### config.mk
export PLATFORM = sky130hd
export DESIGN_NAME = vrop_queue
export DESIGN_NICKNAME = d
export VERILOG_FILES = /design/src/rtl/assert_macros.svh /design/src/rtl/vrop_pkg.sv /design/src/rtl/vrop_queue.sv
export SDC_FILE = /design/constraint.sdc
export NUM_CORES = 1
export LEC_CHECK = 0
export BUFFER_PORTS_ARGS = -buffer_cell sky130_fd_sc_hd__buf_2
export CAP_MARGIN = 5
export CORE_MARGIN = 1.5
export CORE_UTILIZATION = 35
export CTS_CLUSTER_SIZE = 25
export DETAILED_ROUTE_END_ITERATION = 7
export PLACE_DENSITY = 0.56
export SLEW_MARGIN = 25
export SYNTH_ARGS = -nofsm -noshare
export SYNTH_HDL_FRONTEND = slang
export SYNTH_SLANG_ARGS = --single-unit
### constraint.sdc
create_clock -name i_clk -period 5 [get_ports i_clk]
set_input_delay 0.75 -clock i_clk [delete_from_list [all_inputs] [get_ports i_clk]]
set_output_delay 0.75 -clock i_clk [all_outputs]
set_load 0.05 [all_outputs]
### src/rtl/assert_macros.svh
// ----------------------------------------------------------------------------
// Assertion macros
// Concurrent assertion wrappers, compiled out when SYNTHESIS is defined.
// ----------------------------------------------------------------------------
`ifndef ASSERT_MACROS_SVH
`define ASSERT_MACROS_SVH

`ifndef SYNTHESIS
`define VROP_ASSERT(lbl, clk, rst_n, prop, msg) \
    lbl: assert property (@(posedge clk) disable iff (!rst_n) prop) else $error(msg);
`define VROP_ASSERT_NEVER(lbl, clk, rst_n, expr, msg) \
    lbl: assert property (@(posedge clk) disable iff (!rst_n) !(expr)) else $error(msg);
`else
`define VROP_ASSERT(lbl, clk, rst_n, prop, msg)
`define VROP_ASSERT_NEVER(lbl, clk, rst_n, expr, msg)
`endif

`endif

### src/rtl/vrop_pkg.sv
`timescale 1ns / 1ps
// ----------------------------------------------------------------------------
// vrop_pkg
// Shared types and constants of the 2bpp vertical raster-op engine.
// ----------------------------------------------------------------------------
package vrop_pkg;

    localparam int QUEUE_DEPTH = 2;

    // Low two bits of draw_mode; bit 2 inverts the source bits.
    localparam logic [1:0] MODE_FLIP  = 2'd0;
    localparam logic [1:0] MODE_BG    = 2'd1;
    localparam logic [1:0] MODE_FG    = 2'd2;
    localparam logic [1:0] MODE_SOLID = 2'd3;

    typedef enum logic [2:0] {
        K_LOAD_DISP,
        K_LOAD_BACK,
        K_READ,
        K_ROP,
        K_REJECT
    } t_kind;

    // One classified command between front and back.
    typedef struct packed {
        t_kind       kind;
        logic [3:0]  row;        // first word row
        logic [6:0]  column;
        logic [15:0] data;       // load data or source bits
        logic [15:0] mask;       // mask of the first word
        logic [7:0]  last_byte;  // per-plane mask of the last word
        logic [3:0]  extra;      // word rows after the first
    } t_cmd;

    typedef struct packed {
        logic [1:0] fg_level;
        logic [1:0] bg_level;
        logic [2:0] draw_mode;
        logic       backdrop_on;
    } t_cfg;

    typedef struct packed {
        logic busy;
        logic pop;
    } t_back_stat;

    function automatic logic [15:0] grey_pattern(input logic [1:0] level);
        logic [15:0] pat;
        case (level)
            2'd0:    pat = 16'hFFFF;
            2'd1:    pat = 16'hFF00;
            2'd2:    pat = 16'h00FF;
            default: pat = 16'h0000;
        endcase
        return pat;
    endfunction

endpackage

### src/rtl/vrop_queue.sv
`timescale 1ns / 1ps
// ----------------------------------------------------------------------------
// vrop_queue
// Short command queue between front and back.
// ----------------------------------------------------------------------------
module vrop_queue import vrop_pkg::*; (
    input  logic i_clk,
    input  logic i_rst_n,
    input  logic i_push,
    input  t_cmd i_cmd,
    input  logic i_pop,
    output t_cmd o_head,
    output logic o_empty,
    output logic o_full
);

    localparam int PTR_W = (QUEUE_DEPTH > 1) ? $clog2(QUEUE_DEPTH) : 1;
    localparam int CNT_W = $clog2(QUEUE_DEPTH + 1);

    t_cmd             r_mem [QUEUE_DEPTH];
    logic [PTR_W-1:0] r_wr_ptr;
    logic [PTR_W-1:0] r_rd_ptr;
    logic [CNT_W-1:0] r_count;

    function automatic logic [PTR_W-1:0] ptr_next(input logic [PTR_W-1:0] ptr);
        return (ptr == PTR_W'(QUEUE_DEPTH - 1)) ? '0 : ptr + PTR_W'(1);
    endfunction

    always_ff @(posedge i_clk) begin
        if (i_push) begin
            r_mem[r_wr_ptr] <= i_cmd;
        end
    end

    always_ff @(posedge i_clk) begin
        if (!i_rst_n) begin
            r_wr_ptr <= '0;
            r_rd_ptr <= '0;
            r_count  <= '0;
        end else begin
            if (i_push) begin
                r_wr_ptr <= ptr_next(r_wr_ptr);
            end
            if (i_pop) begin
                r_rd_ptr <= ptr_next(r_rd_ptr);
            end
            r_count <= r_count + CNT_W'(i_push) - CNT_W'(i_pop);
        end
    end

    assign o_head  = r_mem[r_rd_ptr];
    assign o_empty = (r_count == '0);
    assign o_full  = (r_count == CNT_W'(QUEUE_DEPTH));

endmodule

==> impl_metrics.yaml <==
outcome:
  status: "completed"
logic_synthesis:
  syn_area_um2: 4490
  synth_nets: 265
  ys_ff_latch: 121
  synth_cell_types: 14
  syn_area_per_cell_um2: 22.3
  ys_seq_area_share_pct: 79.9
  yosysWarnings: 0
  syn_inst: 201
cells_and_area:
  final_cell_mix: "buf_2, edfxtp_1, mux2_2"
  layout-drive-gt1-share_pct: 60.3
  n_antenna_cell: 0
  fillCellCount: 1082
  post-route-util_pct: 46.5
  fin_nets: 401
  layout.cells.most_common: "buf_2"
  area_delta_synth_final_pct: 30.4
sta:
  fmax_mhz: 365
  skew_ns: 0.00598
  slew_headroom_pct: 39.2
  hold_viol: 0
  maxSlewViolCount: 0
  period_needed_ns: 2.74
  tns_ns: 0
  fin_crit_sh_pct: 54.8
  worst_pin_slew_ns: 0.912
  rsz0062_at_grt: "false"
  finalSetupViolations: 0
route:
  drc: 0
  via_per_inst: 4.32
  drtAntennaViolNets: 0
  num_vias: 2244
  firstDrtPassIters: 4
  drt_wl_total_um: 7530
  avgRoutedWirePerCell_um: 14.5
  drt-initial-drc-count: 86
clock_tree:
  cts_sinks: 121
  cts_max_path_buffers: 2
  clk_pin_slew_ns: 0.05
  cts_tree: "done"
  clk_latency_ns: 0.39
  cts_resized: 0
  cts_buffers: 17
  htreeDepth: 4
  postCtsSetupBuffers: 0
  root_buffer: "clkbuf_16"
  hold_buffers: 0
grt:
  antenna_found_initial: 0
  grt_pass1_wl_um: 11300
  overflow: 0
  grt_max_degree: 59
  grt_pass1_vias: 2235
  track_usage_pct: 11.7
min_path:
  hold_class: "primary input to register"
  min_from: "i_cmd[29]"
worst_setup_path:
  cpLargestDelayFamily: "flip-flops"
  start_kind: "register"
  crit_required_ns: 4.25
  critPathSlowestCell: "dfxtp_4"
  rr_startpoint: "r_wr_ptr"
  cp.buffers_inverters: 1
  critical_path_arrival_ns: 1.99
  end_kind: "output port"
  worstSetupPathType: "register to output port"
  worstPathCellList: "mux2_2 > buf_2"
  max_stage_delay_ns: 0.94
  crit_fanout: 58
place:
  hpwl_um: 4800
  gp_congestion: 0.692
  io_buffers: 121
floorplan:
  dieArea_um2: 13500
  initial_core_util_pct: 35.7
  io_pins: 122
  dieHeight_um: 116
  rows: 41
  die_x_um: 116
  core_area_um2: 12600
power:
  p_leak_nw: 2.26
  vdd_ir_drop_max_mv: 0.220
  p_per_area_nw_per_um2: 470
job:
  max_cap_viol_count: 0
[cell usage after synthesis (all sizes together)]
cell / instances / area share (%)
and2: 4 / 0.56
buf: 6 / 1.1
dfxtp: 5 / 2.2
edfxtp: 116 / 78
ha: 2 / 0.56
inv: 2 / 0.17
mux2: 58 / 16
nor2: 1 / 0.084
nor2b: 4 / 0.56
o21a: 1 / 0.17
xnor3: 1 / 0.50
xor2: 1 / 0.20
[logic make-up after synthesis]
logic type      after synthesis  share of synthesized area [%]
buf+inv                       8                           1.26
xor+xnor                      2                          0.697
fa+ha+maj                     2                          0.558
compound gates                1                          0.167
simple gates                  9                           1.20
flops                       121                           79.9
mux                          58                           16.2
[stage by stage]
stage	cell area, µm²	worst slack (ns)	power (mW)	std cells	hold WS [ns]
2_1_floorplan	4490	1.18	1.53	201	0.555
3_3_place_gp	5290	2.48	1.62	490	0.557
3_5_place_dp	5290	2.47	1.62	490	0.572
4_1_cts	5850	2.17	2.78	520	0.518
5_1_grt	5850	2.12	2.85	520	0.513
6_report	5850	2.26	2.75	520	0.542
[layer usage]
metal  global-route usage (%)  wire [µm]  vias up
li1                         -          -     1063
met1                     14.7       3420     1091
met2                     17.3       3490       82
met3                     5.81        550        8
met4                     5.12         76        0
met5                        0          0        -
[final timing paths]
path              depth (start not counted)           end  slack, ns
hold / removal                            1  r_mem[0][29]       0.54
setup reg to reg                          2   r_mem[1][7]       3.09
hold reg to reg                           2      register       0.58
setup / recovery                          2    o_head[22]       2.26
[state kept, by name, indices dropped and copies added (netlist names), named ones only]
register and cells:
r_count 2, r_mem 116, r_rd_ptr 1, r_wr_ptr 1
[where the power goes]
part	internal (mW)	switching [mW]	leakage, nW
clock	0.766	0.387	0.277
combinational	0.125	0.261	0.850
sequential	1.17	0.0348	1.13
total	2.07	0.683	2.26
[cell type report]
| type | instances | area [µm²] | area share, % |
|---|---|---|---|
| clock inverter | 12 | 134 | 2.29 |
| multi-input combinational | 72 | 855 | 14.6 |
| tap | 172 | 215 | 3.68 |
| sequential | 121 | 3590 | 61.3 |
| inverter | 2 | 7.51 | 0.128 |
| timing repair buffer | 123 | 621 | 10.6 |
| clock buffer | 18 | 429 | 7.34 |
No activity file was read; power rests on OpenSTA's default activity.
