**config.mk**
```make
export PLATFORM = sky130hd
export DESIGN_NAME = vrop_front
export DESIGN_NICKNAME = d
export VERILOG_FILES = /design/src/rtl/assert_macros.svh /design/src/rtl/vrop_pkg.sv /design/src/rtl/vrop_front.sv
export SDC_FILE = /design/constraint.sdc
export NUM_CORES = 1
export LEC_CHECK = 0
export ABC_AREA = 1
export BUFFER_PORTS_ARGS = -buffer_cell sky130_fd_sc_hd__buf_2
export CORE_ASPECT_RATIO = 0.75
export CORE_UTILIZATION = 29
export DETAILED_ROUTE_END_ITERATION = 8
export PLACE_DENSITY_LB_ADDON = 0.1
export SLEW_MARGIN = 20
export SYNTH_ARGS = -nofsm -noshare
export SYNTH_HDL_FRONTEND = slang
export SYNTH_SLANG_ARGS = --single-unit
```
**constraint.sdc**
```tcl
create_clock -name vclk -period 1.35
set_clock_uncertainty 0.05 [all_clocks]
set_input_delay 0.27 -clock vclk [all_inputs]
set_output_delay 0.27 -clock vclk [all_outputs]
set_load 0.02 [all_outputs]
```
**src/rtl/assert_macros.svh**
```systemverilog
// ----------------------------------------------------------------------------
// Assertion macros
// Concurrent assertion wrappers, compiled out when SYNTHESIS is defined.
// ----------------------------------------------------------------------------
`ifndef ASSERT_MACROS_SVH
`define ASSERT_MACROS_SVH

`ifndef SYNTHESIS
`define VROP_ASSERT(lbl, clk, rst_n, prop, msg) \
    lbl: assert property (@(posedge clk) disable iff (!rst_n) prop) else $error(msg);
`define VROP_ASSERT_NEVER(lbl, clk, rst_n, expr, msg) \
    lbl: assert property (@(posedge clk) disable iff (!rst_n) !(expr)) else $error(msg);
`else
`define VROP_ASSERT(lbl, clk, rst_n, prop, msg)
`define VROP_ASSERT_NEVER(lbl, clk, rst_n, expr, msg)
`endif

`endif

```
**src/rtl/vrop_pkg.sv**
```systemverilog
`timescale 1ns / 1ps
// ----------------------------------------------------------------------------
// vrop_pkg
// Shared types and constants of the 2bpp vertical raster-op engine.
// ----------------------------------------------------------------------------
package vrop_pkg;

    localparam int QUEUE_DEPTH = 2;

    // Low two bits of draw_mode; bit 2 inverts the source bits.
    localparam logic [1:0] MODE_FLIP  = 2'd0;
    localparam logic [1:0] MODE_BG    = 2'd1;
    localparam logic [1:0] MODE_FG    = 2'd2;
    localparam logic [1:0] MODE_SOLID = 2'd3;

    typedef enum logic [2:0] {
        K_LOAD_DISP,
        K_LOAD_BACK,
        K_READ,
        K_ROP,
        K_REJECT
    } t_kind;

    // One classified command between front and back.
    typedef struct packed {
        t_kind       kind;
        logic [3:0]  row;        // first word row
        logic [6:0]  column;
        logic [15:0] data;       // load data or source bits
        logic [15:0] mask;       // mask of the first word
        logic [7:0]  last_byte;  // per-plane mask of the last word
        logic [3:0]  extra;      // word rows after the first
    } t_cmd;

    typedef struct packed {
        logic [1:0] fg_level;
        logic [1:0] bg_level;
        logic [2:0] draw_mode;
        logic       backdrop_on;
    } t_cfg;

    typedef struct packed {
        logic busy;
        logic pop;
    } t_back_stat;

    function automatic logic [15:0] grey_pattern(input logic [1:0] level);
        logic [15:0] pat;
        case (level)
            2'd0:    pat = 16'hFFFF;
            2'd1:    pat = 16'hFF00;
            2'd2:    pat = 16'h00FF;
            default: pat = 16'h0000;
        endcase
        return pat;
    endfunction

endpackage

```
**src/rtl/vrop_front.sv**
```systemverilog
`timescale 1ns / 1ps
// ----------------------------------------------------------------------------
// vrop_front
// Accepts input transactions, range-checks them and turns them into commands.
// ----------------------------------------------------------------------------
module vrop_front import vrop_pkg::*; #(
    parameter int FB_WIDTH = 128,
    parameter int FB_ROWS  = 16
) (
    input  logic        i_in_valid,
    output logic        o_in_stall,
    input  logic [2:0]  i_action,
    input  logic [6:0]  i_column,
    input  logic [3:0]  i_word_row,
    input  logic [15:0] i_word_data,
    input  logic [15:0] i_pixel_mask,
    input  logic [15:0] i_pixel_bits,
    input  logic [6:0]  i_y_first,
    input  logic [6:0]  i_y_last,
    input  logic        i_queue_full,
    output logic        o_push,
    output t_cmd        o_cmd
);

    typedef enum logic [2:0] {
        ACT_LOAD_DISP = 3'd0,
        ACT_LOAD_BACK = 3'd1,
        ACT_READ_DISP = 3'd2,
        ACT_BLOCK_OP  = 3'd3,
        ACT_SPAN_FILL = 3'd4
    } t_action;

    logic       col_bad;
    logic       row_bad;
    logic       span_bad;
    logic [6:0] span_len;
    logic [7:0] top_byte;
    logic [7:0] bot_byte;
    t_cmd       cmd;

    always_comb begin
        col_bad  = 32'(i_column) >= 32'(FB_WIDTH);
        row_bad  = 32'(i_word_row) >= 32'(FB_ROWS);
        span_bad = (i_y_first > i_y_last) || (32'(i_y_last) >= 32'(FB_ROWS * 8));
        // span length counted from the top of the first word row
        span_len = i_y_last - {i_y_first[6:3], 3'b000};
        top_byte = 8'hFF << i_y_first[2:0];
        bot_byte = 8'hFF >> (3'd7 - span_len[2:0]);

        cmd           = '0;
        cmd.kind      = K_REJECT;
        cmd.row       = i_word_row;
        cmd.column    = i_column;
        cmd.data      = i_word_data;
        cmd.mask      = i_pixel_mask;
        cmd.last_byte = 8'hFF;
        cmd.extra     = 4'd0;

        case (i_action)
            ACT_LOAD_DISP: begin
                cmd.kind = (col_bad || row_bad) ? K_REJECT : K_LOAD_DISP;
            end
            ACT_LOAD_BACK: begin
                cmd.kind = (col_bad || row_bad) ? K_REJECT : K_LOAD_BACK;
            end
            ACT_READ_DISP: begin
                cmd.kind = (col_bad || row_bad) ? K_REJECT : K_READ;
            end
            ACT_BLOCK_OP: begin
                cmd.kind = (col_bad || row_bad) ? K_REJECT : K_ROP;
                cmd.data = i_pixel_bits;
            end
            ACT_SPAN_FILL: begin
                cmd.kind      = (col_bad || span_bad) ? K_REJECT : K_ROP;
                cmd.row       = i_y_first[6:3];
                cmd.data      = 16'hFFFF;
                cmd.mask      = {top_byte, top_byte};
                cmd.last_byte = bot_byte;
                cmd.extra     = span_len[6:3];
            end
            default: begin
                cmd.kind = K_REJECT;
            end
        endcase
    end

    assign o_in_stall = i_queue_full;
    assign o_push     = i_in_valid && !i_queue_full;
    assign o_cmd      = cmd;

endmodule

```
==> impl_metrics.tcl <==
set metrics [dict create \
    status "finished, violations left" \
    violations "negative setup slack" \
    drc 0 \
    rsz0062_at_grt "yes" \
    internal_power_mw 0.544 \
    worst_setup_path_end_kind "primary output" \
    drt_pass1_iterations 4 \
    core-area_mm2 0.00306 \
    synth.top_cell.area_share_pct 19.6 \
    n_clock_buffer 0 \
    synthDistinctLibCells 25 \
    drt-wirelength-per-cell_um 17.5 \
    setup_viol 50 \
    leakage_nw 1.38 \
    hold_slack_ns 0.490 \
    final_cell_mix "buf_2, buf_6, buf_4" \
    max_stage_delay_ns 0.25 \
    hold_violations 0 \
    slew_viol_final 0 \
    port_buffers 123 \
    mostFrequentLayoutCell "buf_2" \
    nets 425 \
    vias 1937 \
    period_share_pct 131 \
    worst-setup-path-type "in -> out" \
    cp.arrival_ns 1.45 \
    crit_fanout 3 \
    diodes 0 \
    io_pins 138 \
    track_usage_pct 25.8 \
    ir_worst_vdd_mv 0.247 \
    grt_pass1_wl_mm 7.11 \
    ys_seq_area_share_pct 0 \
    start_util_pct 31.9 \
    synth_area_leaders "nand2_1, nor2_1, ha_1, nor3_1, inv_1" \
    drt_iter0_drc 54 \
    total_power_mw 1.12 \
    antenna_found_initial 0 \
    grt_pass1_vias 1701 \
    setup_slack_ns -0.421 \
    grt_max_degree 18 \
    path_cells "buf_8 -> clkinvlp_4 -> ha_4 -> a21oi_2 -> nand2_1 -> nand2_1 -> nand2_1 -> nand2_2 -> nand2_4 -> o21ai_4 -> buf_6" \
    drive_gt1_share_pct 80.8 \
    maxCapViolCount 0 \
    hpwlAfterDp_mm 2.91 \
    gp_congestion 0.721 \
    p_switching_mw 0.578 \
    die_h_um 52.2 \
    synthesis.area_um2 976 \
    avgSynthCellArea_um2 5.16 \
    fin_crit_ns 1.77 \
    finalWirelength_mm 6.49 \
    cpMostUsedCell "nand2_1" \
    slowest_stage "ha_4" \
    clkPwrFrac_pct 0 \
    synth_cells 189 \
    synthesis.nets 278 \
    path_buf_inv 3 \
    worstSetupStartpointType "primary input" \
    design.seq.count 0 \
    p_seq_share_pct 0 \
    power_frac_comb_pct 100.0 \
    fin_setup_tns_ns -9.51 \
    crit_required_ns 1.03 \
    max_clock_freq_mhz 565 \
    cp_top_family "simple AND/OR/NAND/NOR gates" \
    ff_latch_area_um2 0 \
    swShare_pct 51.5 \
    ant_nets 0 \
    grt.overflow.total 0 \
    fp.dieW_um 69.0 \
    powerDensity_mw_per_mm2 398 \
    area_growth_pct 189 \
    via_per_inst 5.21 \
    yosys.area.top_type "nand2_1" \
    worstHoldPathType "in -> out" \
    die_area_mm2 0.00360 \
    yosys_warnings 0 \
    rows 17 \
]
routing by layer:
metal	GRT usage [%]	share of wire, %	up-vias
li1	-	-	874
met1	28.3	36	909
met2	52.9	53	127
met3	1.74	6.9	27
met4	5.10	4.5	0
met5	0	0	-
metrics by stage:
stage / instances / util, % / setup WS, ns / area, um^2
global placement: 357 / 64.5 / -0.438 / 1980
floorplan: 189 / - / -0.121 / 1260
finish: 372 / 92.0 / -0.421 / 2820
global route: 372 / 92.0 / -0.468 / 2820
CTS: 368 / 86.5 / -0.359 / 2650
detailed placement: 357 / 64.5 / -0.470 / 1980
timing repair:
action | 4_1_cts | 5_1_grt
resized for setup | 172 | 48
setup buffers | 9 | 8
hold buffers | 0 | 0
setup endpoints to repair | 50 | 50
cloned | 2 | 0
pin swaps | 25 | 17
synthesized netlist by cell type, drive strengths merged (2+ instances only):
| master | count |
|---|---|
| a31oi | 2 |
| ha | 10 |
| inv | 25 |
| or2 | 2 |
| nand2 | 52 |
| o21ai | 7 |
| buf | 16 |
| a21oi | 4 |
| xor2 | 2 |
| nand3 | 4 |
| nor2 | 41 |
| nor3 | 18 |
| nand4 | 2 |
cell families (layout without fill, tap and decap cells):
group,after synthesis,count (layout),synth area share (%)
buf+inv,41,186,22.9
compound gates,15,15,8.46
fa+ha+maj,11,11,14.9
other cells,1,1,0.384
xor+xnor,2,2,1.80
simple gates,119,119,51.5
cell type report:
type                       count  area [um^2]
tap                           38         47.5
timing repair buffer         160         1340
inverter                      25          130
fill                         117          244
timing repair inverter         1         7.51
multi-input combinational    148         1290
power groups by stage:
stage,registers [mW],logic (mW),clock network [mW]
after floorplan,0,0.478,0
after global placement,0,0.742,0
after detailed placement,0,0.747,0
after CTS,0,1.00,0
after global routing,0,1.18,0
final,0,1.12,0
path summary, 6_finish.rpt:
check / from / end / slack (ns) / cells after the start
hold / removal: i_column[1] / o_cmd[45] / 0.49 / 0
setup / recovery: i_y_last[2] / o_cmd[56] / -0.42 / 11
No activity file was read; power rests on OpenSTA's default activity.
